File: config.mk
export PLATFORM = sky130hd
export DESIGN_NAME = tun_div_cell
export DESIGN_NICKNAME = d
export VERILOG_FILES = /design/src/rtl/tun_pkg.sv /design/src/rtl/tun_div_cell.sv
export SDC_FILE = /design/constraint.sdc
export NUM_CORES = 1
export LEC_CHECK = 0
export CAP_MARGIN = 25
export CORE_ASPECT_RATIO = 0.8
export CORE_MARGIN = 8
export CORE_UTILIZATION = 30
export DETAILED_ROUTE_END_ITERATION = 8
export DONT_BUFFER_PORTS = 1
export GPL_TIMING_DRIVEN = 0
export PLACE_DENSITY = 0.53
export SYNTH_ARGS = -nofsm -noshare
export SYNTH_HDL_FRONTEND = slang
export SYNTH_SLANG_ARGS = --single-unit
export TNS_END_PERCENT = 5
File: constraint.sdc
create_clock -name clk -period 0.8 [get_ports clk]
set_input_delay 0.08 -clock clk [delete_from_list [all_inputs] [get_ports clk]]
set_output_delay 0.08 -clock clk [all_outputs]
set_load 0.02 [all_outputs]
File: src/rtl/tun_pkg.sv
package tun_pkg;

    // default coordinate width
    localparam int COORD_BITS_DEF = 16;

    // normalized magnitude width and derived widths
    localparam int MAG_W  = 30;
    localparam int SQ_W   = 2 * MAG_W;
    localparam int SUM_W  = SQ_W + 2;
    localparam int ROOT_W = SUM_W / 2;
    localparam int REM_W  = ROOT_W + 2;
    localparam int FRAC_W = 14;
    localparam int Q_W    = FRAC_W + 1;
    localparam int NUM_W  = MAG_W + Q_W;
    localparam int OUT_W  = 16;

    // word handed along the square root chain
    typedef struct packed {
        logic [SUM_W-1:0]            x;
        logic [REM_W-1:0]            rem;
        logic [ROOT_W-1:0]           root;
        logic [2:0][MAG_W-1:0]       m;
        logic [2:0]                  neg;
        logic                        deg;
    } sq_word_t;

    // word handed along the divider chain
    typedef struct packed {
        logic [ROOT_W-1:0]           len;
        logic [2:0][NUM_W-1:0]       rem;
        logic [2:0][Q_W-1:0]         q;
        logic [2:0]                  neg;
        logic                        deg;
    } dv_word_t;

endpackage

File: src/rtl/tun_div_cell.sv
module tun_div_cell
#(
    parameter int K = 0
)
(
    input  logic               clk,
    input  logic               rst_n,
    input  logic               in_valid,
    input  tun_pkg::dv_word_t  in_word,
    output logic               out_valid,
    output tun_pkg::dv_word_t  out_word
);

    logic [tun_pkg::NUM_W-1:0] dshift;
    tun_pkg::dv_word_t         word_next;
    tun_pkg::dv_word_t         word_reg;
    logic                      valid_reg;

    // one quotient bit per cell for all three components
    always_comb
    begin
        word_next = in_word;
        dshift = tun_pkg::NUM_W'(in_word.len) << K;
        for (int i = 0; i < 3; i++)
        begin
            if (in_word.rem[i] >= dshift)
            begin
                word_next.rem[i] = in_word.rem[i] - dshift;
                word_next.q[i]   = {in_word.q[i][tun_pkg::Q_W-2:0], 1'b1};
            end
            else
            begin
                word_next.q[i]   = {in_word.q[i][tun_pkg::Q_W-2:0], 1'b0};
            end
        end
    end

    // valid flag
    always_ff @(posedge clk or negedge rst_n)
    begin
        if (!rst_n)
            valid_reg <= 1'b0;
        else
            valid_reg <= in_valid;
    end

    // payload
    always_ff @(posedge clk)
    begin
        word_reg <= word_next;
    end

    assign out_valid = valid_reg;
    assign out_word  = word_reg;

endmodule
==> run summary <==
The synthesized netlist contains 72 unique library cells. Die outline area: 46600 µm². After synthesis the cells add up to 12000 µm².

The count of maximum capacitance violations was 0. The number of buffer and inverter instances along the worst setup path is 2. The number of inserted diodes came out at 0. The switching share of power was 0.344; the total internal power was 23.4 mW. The worst setup path is of the input pin to flop kind.

The via count of the first global-routing pass is 11389, and the max-slew violation count is 0. The share of power burned in the clock network came out at 0.341. The combined global-route utilization of all metal layers was 0.212; the fraction of synthesis flops using an asynchronous set or reset pin was 0.00463. With fillers left out, the area of the finished cells amounts to 17800 µm². The cell area power density was 2000 nW/µm²; the switching power summed over all nets was 12.3 mW. The worst path arrival time is 2.79 ns. The last weighted congestion value of the routability-driven placer was 0.906; the final standard cell utilization of the core was 0.453.

The logs give 0.362 for the sequential share of the synthesized area and 0.499 for the headroom to the max-slew limit. The share of power burned in combinational logic was 0.227; the number of enable flip-flop cells after synthesis was 0. Standard cell with the maximum stage delay on the critical path: ha_1.

Summed over all layers, the global routing overflow is 0. The logs give 434 for the number of primary I/O pins and 8440 µm² for the multi-input gate area in the final layout. The highest ir drop seen on vdd was 0.00150 V.

Using the TritonRoute via totals, the vias-per-cell ratio works out to 5.36. The total power was 35.7 mW. Along the worst path, the maximum fanout reaches 5.

The number of iterations in the first detailed-routing pass is 5, and the H-tree depth reported by CTS is 1. The run finished, with violations left. The count of buffers from port buffering was 0.

The longest clock path from root to sink contains 3 buffers. The number of vias in the routed layout was 11861. The tools report the root cell of the clock tree as clkbuf_16. The detailed router finished its first iteration with 916 violations.

The net total in the final layout was 1972. The logs give 354 for the final count of negative-setup-slack endpoints and 6.70 nW for the leakage power figure. The checks that failed: negative hold slack, negative setup slack. The logs give -0.453 ns for the worst hold slack across all endpoints and 12800 µm² for the placement-stage cell area. The tools report the sequential share of power as 0.432. Most common library cell in the layout ignoring fill and taps: dfxtp_4.

The post-route fraction of the period consumed by the critical path is 2.90, and the final worst slack is -1.52 ns. Proportion of layout cells with a drive suffix above 1: 0.309. In this run the worst hold path is classified as input pin to flop. The worst path in the final design needs a cycle of 2.32 ns, including I/O delays and setup. The upper clock frequency limit came out at 0.431 GHz. The delay of the slowest cell on the worst path is 0.42 ns. Traced cell by cell, the critical path runs through clkinvlp_4, ha_1, nand2_1, nor3_1, a21boi_4, o31ai_4, a21oi_2, a31oi_4, buf_6, nor4bb_1, xor2_1. In the synthesized netlist, the number of instances is 1434. In this run the core area contains 65 standard-cell rows. For this block, the routed nets add up to 53.9 mm of wire. The first-pass GRT wire length is 75.3 mm. For the initial antenna violation count, the log shows 0. Setup repair after global routing could not meet its margin everywhere.

Mean post-synth cell area: 8.34 µm². Clock-pin slew was measured on the worst setup and hold paths at 0.07 ns. The top cell types in the final layout, fill and taps aside, are dfxtp_4 (177), dlygate4sd3_1 (172), nand2_1 (126). The number of register bits inferred by synthesis was 216. Dominant synthesized flop cell: dfxtp_1.

The tree built by TritonCTS fans out to 216 sinks. The starting density of the core was 0.304. The worst setup path is captured at a flop. The count of nets left with antenna violations once routing finished came out at 0. The family of cells with the greatest summed delay on the critical path is compound AO/OA/AOI/OAI gates. The logs give 25 for the number of buffers created by CTS and 68 for the final number of hold-violating endpoints. For the pin with the worst max-slew slack, the measured transition is 0.743 ns. TritonCTS built the clock tree. The area of the core is 39400 µm². The area growth from synthesis to layout is 49.2%.

The worst setup path is launched from an input pin. The tools report the area taken by flip-flops and latches as 5010 µm². The maximum number of pins on one net before global-route repair is 16.

Detailed placement ended at an HPWL of 40.7 mm. For the worst setup path, the data required time is 1.27 ns. The filler cells instantiated in the layout total 3764. The DRC violation count after routing is 0. During synthesis, Yosys emitted a total of 0 warnings.

In this run the vertical extent of the chip is 195 µm. The routed length per instance works out to 24.4 µm. The number of nets in the synthesized netlist is 1748. From left edge to right edge, the die measures 239 µm.
==> final timing paths <==
kind                                          to    startpoint  depth (start not counted)
min                        out_word[192]$_DFF_P_  in_word[192]                          0
max                        out_word[174]$_DFF_P_  in_word[190]                         11
min in group asynchronous    out_valid$_DFF_PN0_         rst_n                          2
max in group asynchronous    out_valid$_DFF_PN0_         rst_n                          2
==> kinds of logic (layout without fill, tap and decap cells) <==
logic type               Yosys count  in the layout  share of synthesized area
flip-flops                       216            216                      0.362
AO/OA/AOI/OAI                    408            408                      0.212
AND/OR/NAND/NOR                  465            465                      0.190
adder cells (fa/ha/maj)           96             96                      0.102
XOR/XNOR                         125            125                     0.0915
multiplexers                       5              5                    0.00460
buffers and inverters            119            360                     0.0384
==> state kept, by name, summed over array words and instances, names as in the netlist <==
name       count
out_word     215
out_valid      1
==> power groups by stage <==
stage	logic (mW)	registers, mW	clock network, mW
after floorplan	4.55	14.7	0
after detailed placement	6.00	15.3	0
after CTS	7.28	15.2	12.4
after global routing	8.81	15.6	13.0
final	8.10	15.4	12.2
after global placement	5.98	15.3	0
==> routing by layer <==
layer  share of wire  vias to the layer above  GRT usage
met5               0                        -          0
met1            0.41                     5697      0.266
met3           0.090                       87     0.0642
li1                -                     5606          -
met2            0.46                      471      0.341
met4           0.035                        0     0.0732
==> timing repair <==
item / in CTS / in global routing
endpoints found under the setup margin: 354 / 354
pin swaps: 20 / 16
resized for setup: 220 / 467
gates cloned: 2 / 1
endpoints found under the hold margin: 213 / 88
setup buffers: 20 / 26
hold buffers: 151 / 26
==> synth_stat cells (7+ instances only) <==
cell type	n	share of area
a2111oi_0	7	0.0051
a211oi_1	10	0.0063
a21o_1	41	0.026
a21oi_1	149	0.062
a31oi_1	12	0.0063
and2_1	8	0.0042
and3_1	9	0.0047
buf_2	10	0.0042
clkbuf_1	48	0.015
dfxtp_1	215	0.36
ha_1	93	0.097
inv_1	58	0.018
nand2_1	133	0.042
nand2b_1	19	0.0099
nand3_1	24	0.010
nand4_1	34	0.018
nor2_1	118	0.037
nor2b_1	12	0.0063
nor3_1	34	0.014
nor4_1	27	0.014
o211ai_1	10	0.0063
o21a_1	10	0.0063
o21ai_0	93	0.039
o21bai_1	15	0.0094
o31ai_1	10	0.0063
or3_1	14	0.0073
or4_1	7	0.0044
xnor2_1	53	0.039
xor2_1	72	0.053
==> layout make-up <==
class                      count  area share
clock inverter                15      0.0109
sequential                   216       0.281
clock buffer                  29      0.0376
timing repair buffer         226       0.126
tap                          536      0.0376
inverter                      59      0.0175
buffer                        31      0.0170
multi-input combinational   1099       0.473
==> stage by stage <==
| stage | TNS (ns) | hold slack (ns) | cells | setup slack [ns] |
|---|---|---|---|---|
| floorplan | -207.82 | -0.216 | 1434 | -1.72 |
| finish | -229.17 | -0.453 | 2211 | -1.52 |
| global placement | -326.20 | -0.216 | 1970 | -2.86 |
| CTS | -248.29 | -0.480 | 2164 | -1.46 |
| global route | -246.43 | -0.487 | 2211 | -1.60 |
| detailed placement | -326.29 | -0.216 | 1970 | -2.88 |
No activity file was read; power rests on OpenSTA's default activity.
