==> config.mk <==
export PLATFORM = sky130hd
export DESIGN_NAME = tun_sqrt_cell
export DESIGN_NICKNAME = d
export VERILOG_FILES = /design/src/rtl/tun_pkg.sv /design/src/rtl/tun_sqrt_cell.sv
export SDC_FILE = /design/constraint.sdc
export NUM_CORES = 1
export LEC_CHECK = 0
export BUFFER_PORTS_ARGS = -buffer_cell sky130_fd_sc_hd__buf_2
export CORE_AREA = 3 3 170 172
export DETAILED_ROUTE_END_ITERATION = 10
export DIE_AREA = 0 0 173 175
export MAX_ROUTING_LAYER = met4
export PLACE_DENSITY = 0.52
export SYNTH_ARGS = -nofsm -noshare
export SYNTH_HDL_FRONTEND = slang
export SYNTH_SLANG_ARGS = --single-unit
export TNS_END_PERCENT = 1
==> constraint.sdc <==
create_clock -name clk -period 0.8 [get_ports clk]
set_clock_uncertainty 0.15 [all_clocks]
set_input_delay 0.08 -clock clk [delete_from_list [all_inputs] [get_ports clk]]
set_output_delay 0.08 -clock clk [all_outputs]
set_load 0.005 [all_outputs]
==> src/rtl/tun_pkg.sv <==
package tun_pkg;

    // default coordinate width
    localparam int COORD_BITS_DEF = 16;

    // normalized magnitude width and derived widths
    localparam int MAG_W  = 30;
    localparam int SQ_W   = 2 * MAG_W;
    localparam int SUM_W  = SQ_W + 2;
    localparam int ROOT_W = SUM_W / 2;
    localparam int REM_W  = ROOT_W + 2;
    localparam int FRAC_W = 14;
    localparam int Q_W    = FRAC_W + 1;
    localparam int NUM_W  = MAG_W + Q_W;
    localparam int OUT_W  = 16;

    // word handed along the square root chain
    typedef struct packed {
        logic [SUM_W-1:0]            x;
        logic [REM_W-1:0]            rem;
        logic [ROOT_W-1:0]           root;
        logic [2:0][MAG_W-1:0]       m;
        logic [2:0]                  neg;
        logic                        deg;
    } sq_word_t;

    // word handed along the divider chain
    typedef struct packed {
        logic [ROOT_W-1:0]           len;
        logic [2:0][NUM_W-1:0]       rem;
        logic [2:0][Q_W-1:0]         q;
        logic [2:0]                  neg;
        logic                        deg;
    } dv_word_t;

endpackage

==> src/rtl/tun_sqrt_cell.sv <==
module tun_sqrt_cell
(
    input  logic               clk,
    input  logic               rst_n,
    input  logic               in_valid,
    input  tun_pkg::sq_word_t  in_word,
    output logic               out_valid,
    output tun_pkg::sq_word_t  out_word
);

    localparam int CUR_W = tun_pkg::REM_W + 2;

    logic [CUR_W-1:0]  cur;
    logic [CUR_W-1:0]  trial;
    tun_pkg::sq_word_t word_next;
    tun_pkg::sq_word_t word_reg;
    logic              valid_reg;

    // one root bit per cell: bring down two radicand bits and try the subtraction
    always_comb
    begin
        word_next = in_word;
        cur   = {in_word.rem, in_word.x[tun_pkg::SUM_W-1 -: 2]};
        trial = CUR_W'({in_word.root, 2'b01});
        word_next.x = {in_word.x[tun_pkg::SUM_W-3:0], 2'b00};
        if (cur >= trial)
        begin
            word_next.rem  = tun_pkg::REM_W'(cur - trial);
            word_next.root = {in_word.root[tun_pkg::ROOT_W-2:0], 1'b1};
        end
        else
        begin
            word_next.rem  = cur[tun_pkg::REM_W-1:0];
            word_next.root = {in_word.root[tun_pkg::ROOT_W-2:0], 1'b0};
        end
    end

    // valid flag
    always_ff @(posedge clk or negedge rst_n)
    begin
        if (!rst_n)
            valid_reg <= 1'b0;
        else
            valid_reg <= in_valid;
    end

    // payload
    always_ff @(posedge clk)
    begin
        word_reg <= word_next;
    end

    assign out_valid = valid_reg;
    assign out_word  = word_reg;

endmodule

==> impl_summary.md <==
Yosys
Sequential elements use roughly three fifths of the synthesized area. The cell accounting for the most synthesized area is sky130_fd_sc_hd__dfxtp_1. The number of synthesis warnings is 0. The netlist uses 61 different library cells.

The flip-flop and latch count after synthesis is between 200 and 250. In the post-synthesis netlist, the biggest area contributors are sky130_fd_sc_hd__dfxtp_1 (61%), sky130_fd_sc_hd__ha_1 (5.8%), sky130_fd_sc_hd__mux2_4 (3.8%), sky130_fd_sc_hd__xnor2_1 (2.7%), sky130_fd_sc_hd__inv_1 (2.6%). The synthesized cell area is 7157 sq um. The most used flip-flop cell after synthesis is sky130_fd_sc_hd__dfxtp_1. The mean cell area of the mapped netlist is between 10 and 15 sq um.

Synthesis produced roughly 610 cells. Of all flip-flops after synthesis, the portion carrying an async set or reset was less than 1%. In this run, synthesis inferred 0 flip-flops with an integrated enable. The top cell type by area accounts for between 60% and 70% of the synthesized area.

Clocking
The clock transition at the register clock pins on the worst setup and hold paths after CTS is 0.06 ns. TritonCTS created 26 clock buffers. The number of levels the H-tree was split into is 1. In this run the clock root is driven by a sky130_fd_sc_hd__clkbuf_16. No sink is reached through more buffers than the 3 on the longest clock path.

The TritonCTS sink count is 219. TritonCTS built the clock tree.

Hold path
The destination of the worst hold path is out_word[137]$_DFF_P_. The startpoint identified for the worst hold timing path is in_word[135]. The worst hold-check path type is input pin to flop. The worst hold path was traced through 2 stages.

Worst setup path
On the worst path, the slowest cell contributes a delay of approximately 0.3 ns. The critical path capture point type is a flop. The number of logic stages on the critical path including buffering is 11. The signal on the critical path passes through buf_6 > ha_4 > a211oi_4 > o311ai_4 > a21oi_4 > o2111ai_4 > a41oi_4 > o21a_4 > buf_12 > clkinv_16 > mux2_4. At the worst endpoint, the required time is 1.06 ns. The cell family contributing the most delay on the critical path is compound AO/OA/AOI/OAI gates.

The data arrival time of the critical path is about 2.2 ns. STA classifies the critical path startpoint as an input pin. Along the worst path, the maximum fanout reaches 7.

The master of the slowest instance on the critical path is sky130_fd_sc_hd__mux2_4. The number of buffers and inverters on the critical path is 3. The classification of the worst setup path is input pin to flop.

GRT
The global route total overflow is 0. Global routing used 22.78% of the available tracks. The first global-routing pass estimated ~51000 um of wire. The number of global-route vias before repair was approximately 8400. The initial antenna violation count is 11. The pin count of the biggest net entering global routing is 13.

Die
The die is 175 um tall. The total I/O pin count is 444. The die covers approximately 30000 sq um. For this configuration, the core starts out at a cell density of 25.90%. After floorplanning, the core was divided into roughly 60 placement rows.

The horizontal die dimension is 173 um. The region available for standard cell placement spans 27630 sq um.

Route
The detailed-route wire length is 35620 um. The detailed-route DRC error count is 0. Before antenna repair, the detailed router went through 5 iterations.

The detailed-route via count is 7748. After detailed routing, the number of vias per cell comes to approximately 4.2. The first routing iteration left between 300 and 400 violations.

The detail route stage leaves a number of antenna-violating nets equal to 0. After detailed routing, the average wire length per cell comes to ~19 um.

Layout
The fraction of final layout cells with drive strength greater than 1 is about three fifths. The final instance count without filler cells is 1829. The filler cell count in the final layout is between 2000 and 2500. The library cell used most frequently in the layout, excluding fill and tap cells, is sky130_fd_sc_hd__buf_2. The number of nets in the layout is around 1700. Measured on the finished design, the core utilization comes to between 50% and 60%. The area growth from synthesis to final layout is 114.5%.

The top cell types in the final layout, fill and taps aside, are sky130_fd_sc_hd__buf_2 (339), sky130_fd_sc_hd__dlygate4sd3_1 (204), sky130_fd_sc_hd__buf_4 (143). Once layout is done, the placed cells without fillers occupy between 15000 and 20000 sq um.

Place
The HPWL after detailed placement is roughly 26000 um. At the placement stage, the worst setup path has a slack of -1.796 ns. Counting tap cells, the placed design contains a total of 1541 instances.

The count of buffers added on input and output ports is approximately 440. Summing all placed instances gives a cell area of ~11000 sq um. The placer's final routability congestion estimate is slightly below 0.9.

Timing
Setup violations remaining at the end of the flow were counted as around 250. For this run, the top clock speed supported by timing is between 500 and 600 MHz. The post-route worst setup slack is -1.150 ns.

The final critical path takes up 243.8% of the cycle. The final count of pins violating max slew came to 0. Setup repair after global routing could not meet its margin everywhere. The worst path in the final design needs a cycle of roughly 2 ns, including I/O delays and setup. The final number of hold-violating endpoints is 17. Hold timing on the final database bottoms out at a slack of -0.3167 ns.

Power
The largest vdd supply drop is 1.463 mV. The total design power is roughly 32 mW. For this design the static power due to leakage is slightly above 7 nW. The power density normalized to cell area is 2070 nW/um^2.

Outcome
The final reports fail on negative hold slack, negative setup slack. The flow ran to the end, but the final reports show violations.

Run
Across the run, the number of max-cap violations was 0.
-- sequential cells by signal (all words and copies together), names as in the netlist --
signal     flops
out_word     218
out_valid      1
-- per-stage QoR --
stage	TNS, ns	hold slack (ns)
floorplan	-50.45	-0.3656
global placement	-56.83	-0.2956
detailed placement	-58.32	-0.2939
CTS	-124.44	-0.4926
global route	-129.40	-0.3393
finish	-119.34	-0.3167
-- routing by layer --
metal,wire length [um],up-vias,GRT usage [%],part of all wire [%]
li1,-,3750,-,-
met1,14400,3623,26.06,40
met2,17120,294,37.75,48
met3,2641,81,7.258,7.4
met4,1463,0,7.973,4.1
met5,0,-,-,0
-- synth_stat cells, types with 2 or more instances --
cell type / number
sky130_fd_sc_hd__a2111oi_0: 3
sky130_fd_sc_hd__a211o_1: 3
sky130_fd_sc_hd__a211oi_1: 4
sky130_fd_sc_hd__a21boi_0: 2
sky130_fd_sc_hd__a21o_1: 4
sky130_fd_sc_hd__a21oi_1: 37
sky130_fd_sc_hd__a21oi_2: 3
sky130_fd_sc_hd__a221oi_1: 3
sky130_fd_sc_hd__a31oi_1: 2
sky130_fd_sc_hd__and2_1: 2
sky130_fd_sc_hd__and3_1: 4
sky130_fd_sc_hd__buf_12: 3
sky130_fd_sc_hd__buf_2: 5
sky130_fd_sc_hd__buf_4: 2
sky130_fd_sc_hd__buf_6: 2
sky130_fd_sc_hd__clkbuf_1: 2
sky130_fd_sc_hd__dfxtp_1: 218
sky130_fd_sc_hd__ha_1: 33
sky130_fd_sc_hd__inv_1: 50
sky130_fd_sc_hd__mux2_2: 6
sky130_fd_sc_hd__mux2_4: 18
sky130_fd_sc_hd__mux2i_1: 4
sky130_fd_sc_hd__nand2_1: 30
sky130_fd_sc_hd__nand2b_1: 6
sky130_fd_sc_hd__nand3_1: 12
sky130_fd_sc_hd__nand4_1: 6
sky130_fd_sc_hd__nor2_1: 27
sky130_fd_sc_hd__nor2b_1: 2
sky130_fd_sc_hd__nor3_1: 11
sky130_fd_sc_hd__nor4_1: 5
sky130_fd_sc_hd__o2111ai_1: 2
sky130_fd_sc_hd__o211ai_1: 10
sky130_fd_sc_hd__o21a_1: 7
sky130_fd_sc_hd__o21ai_0: 20
sky130_fd_sc_hd__o21ai_1: 2
sky130_fd_sc_hd__o21bai_1: 5
sky130_fd_sc_hd__o31a_1: 2
sky130_fd_sc_hd__o31ai_1: 6
sky130_fd_sc_hd__xnor2_1: 22
sky130_fd_sc_hd__xor2_1: 2
-- worst max-delay path by stage --
stage | endpoint | startpoint | slack, ns
final | out_word[143]$_DFF_P_ | in_word[143] | -1.15
after global routing | out_word[137]$_DFF_P_ | in_word[94] | -1.19
after CTS | out_word[143]$_DFF_P_ | in_word[112] | -1.12
after detailed placement | out_word[132]$_DFF_P_ | in_word[110] | -1.80
after global placement | out_word[133]$_DFF_P_ | in_word[110] | -1.73
after floorplan | out_word[134]$_DFF_P_ | in_word[101] | -1.60
-- cell families after synthesis --
family,count (synthesis),share of synthesized area (%)
AO/OA/AOI/OAI,127,12.38
XOR/XNOR,24,2.937
adder cells (fa/ha/maj),33,5.769
buffers and inverters,65,4.668
flip-flops,219,61.33
multiplexers,28,5.280
other,1,0.05240
AND/OR/NAND/NOR,111,7.588
-- layout make-up --
class,count,area (sq um),share of cell area [%]
diodes,12,30.03,0.1956
well taps,378,473.0,3.080
repair buffers,795,6096,39.70
clock buffers,38,777.0,5.060
flip-flops and latches,219,4524,29.47
repair inverters,2,32.53,0.2119
multi-input cells,325,3053,19.88
inverters,51,237.7,1.548
clock inverters,9,131.4,0.8556
-- power by group --
part	switching [mW]	leakage [nW]	internal (mW)
clock network	4.84	0.437	7.69
registers	0.327	1.85	11.9
logic	2.89	4.89	4.16
total	8.06	7.18	23.7
-- what timing repair did --
action                                  4_1_cts  5_1_grt
hold buffers                                201        3
endpoints found under the setup margin      253      253
resized for setup                           183      147
gates cloned                                  2        0
pin swaps                                    28       22
buffers inserted                             17        7
endpoints found under the hold margin       219       19
(Power assumes the default switching activity.)
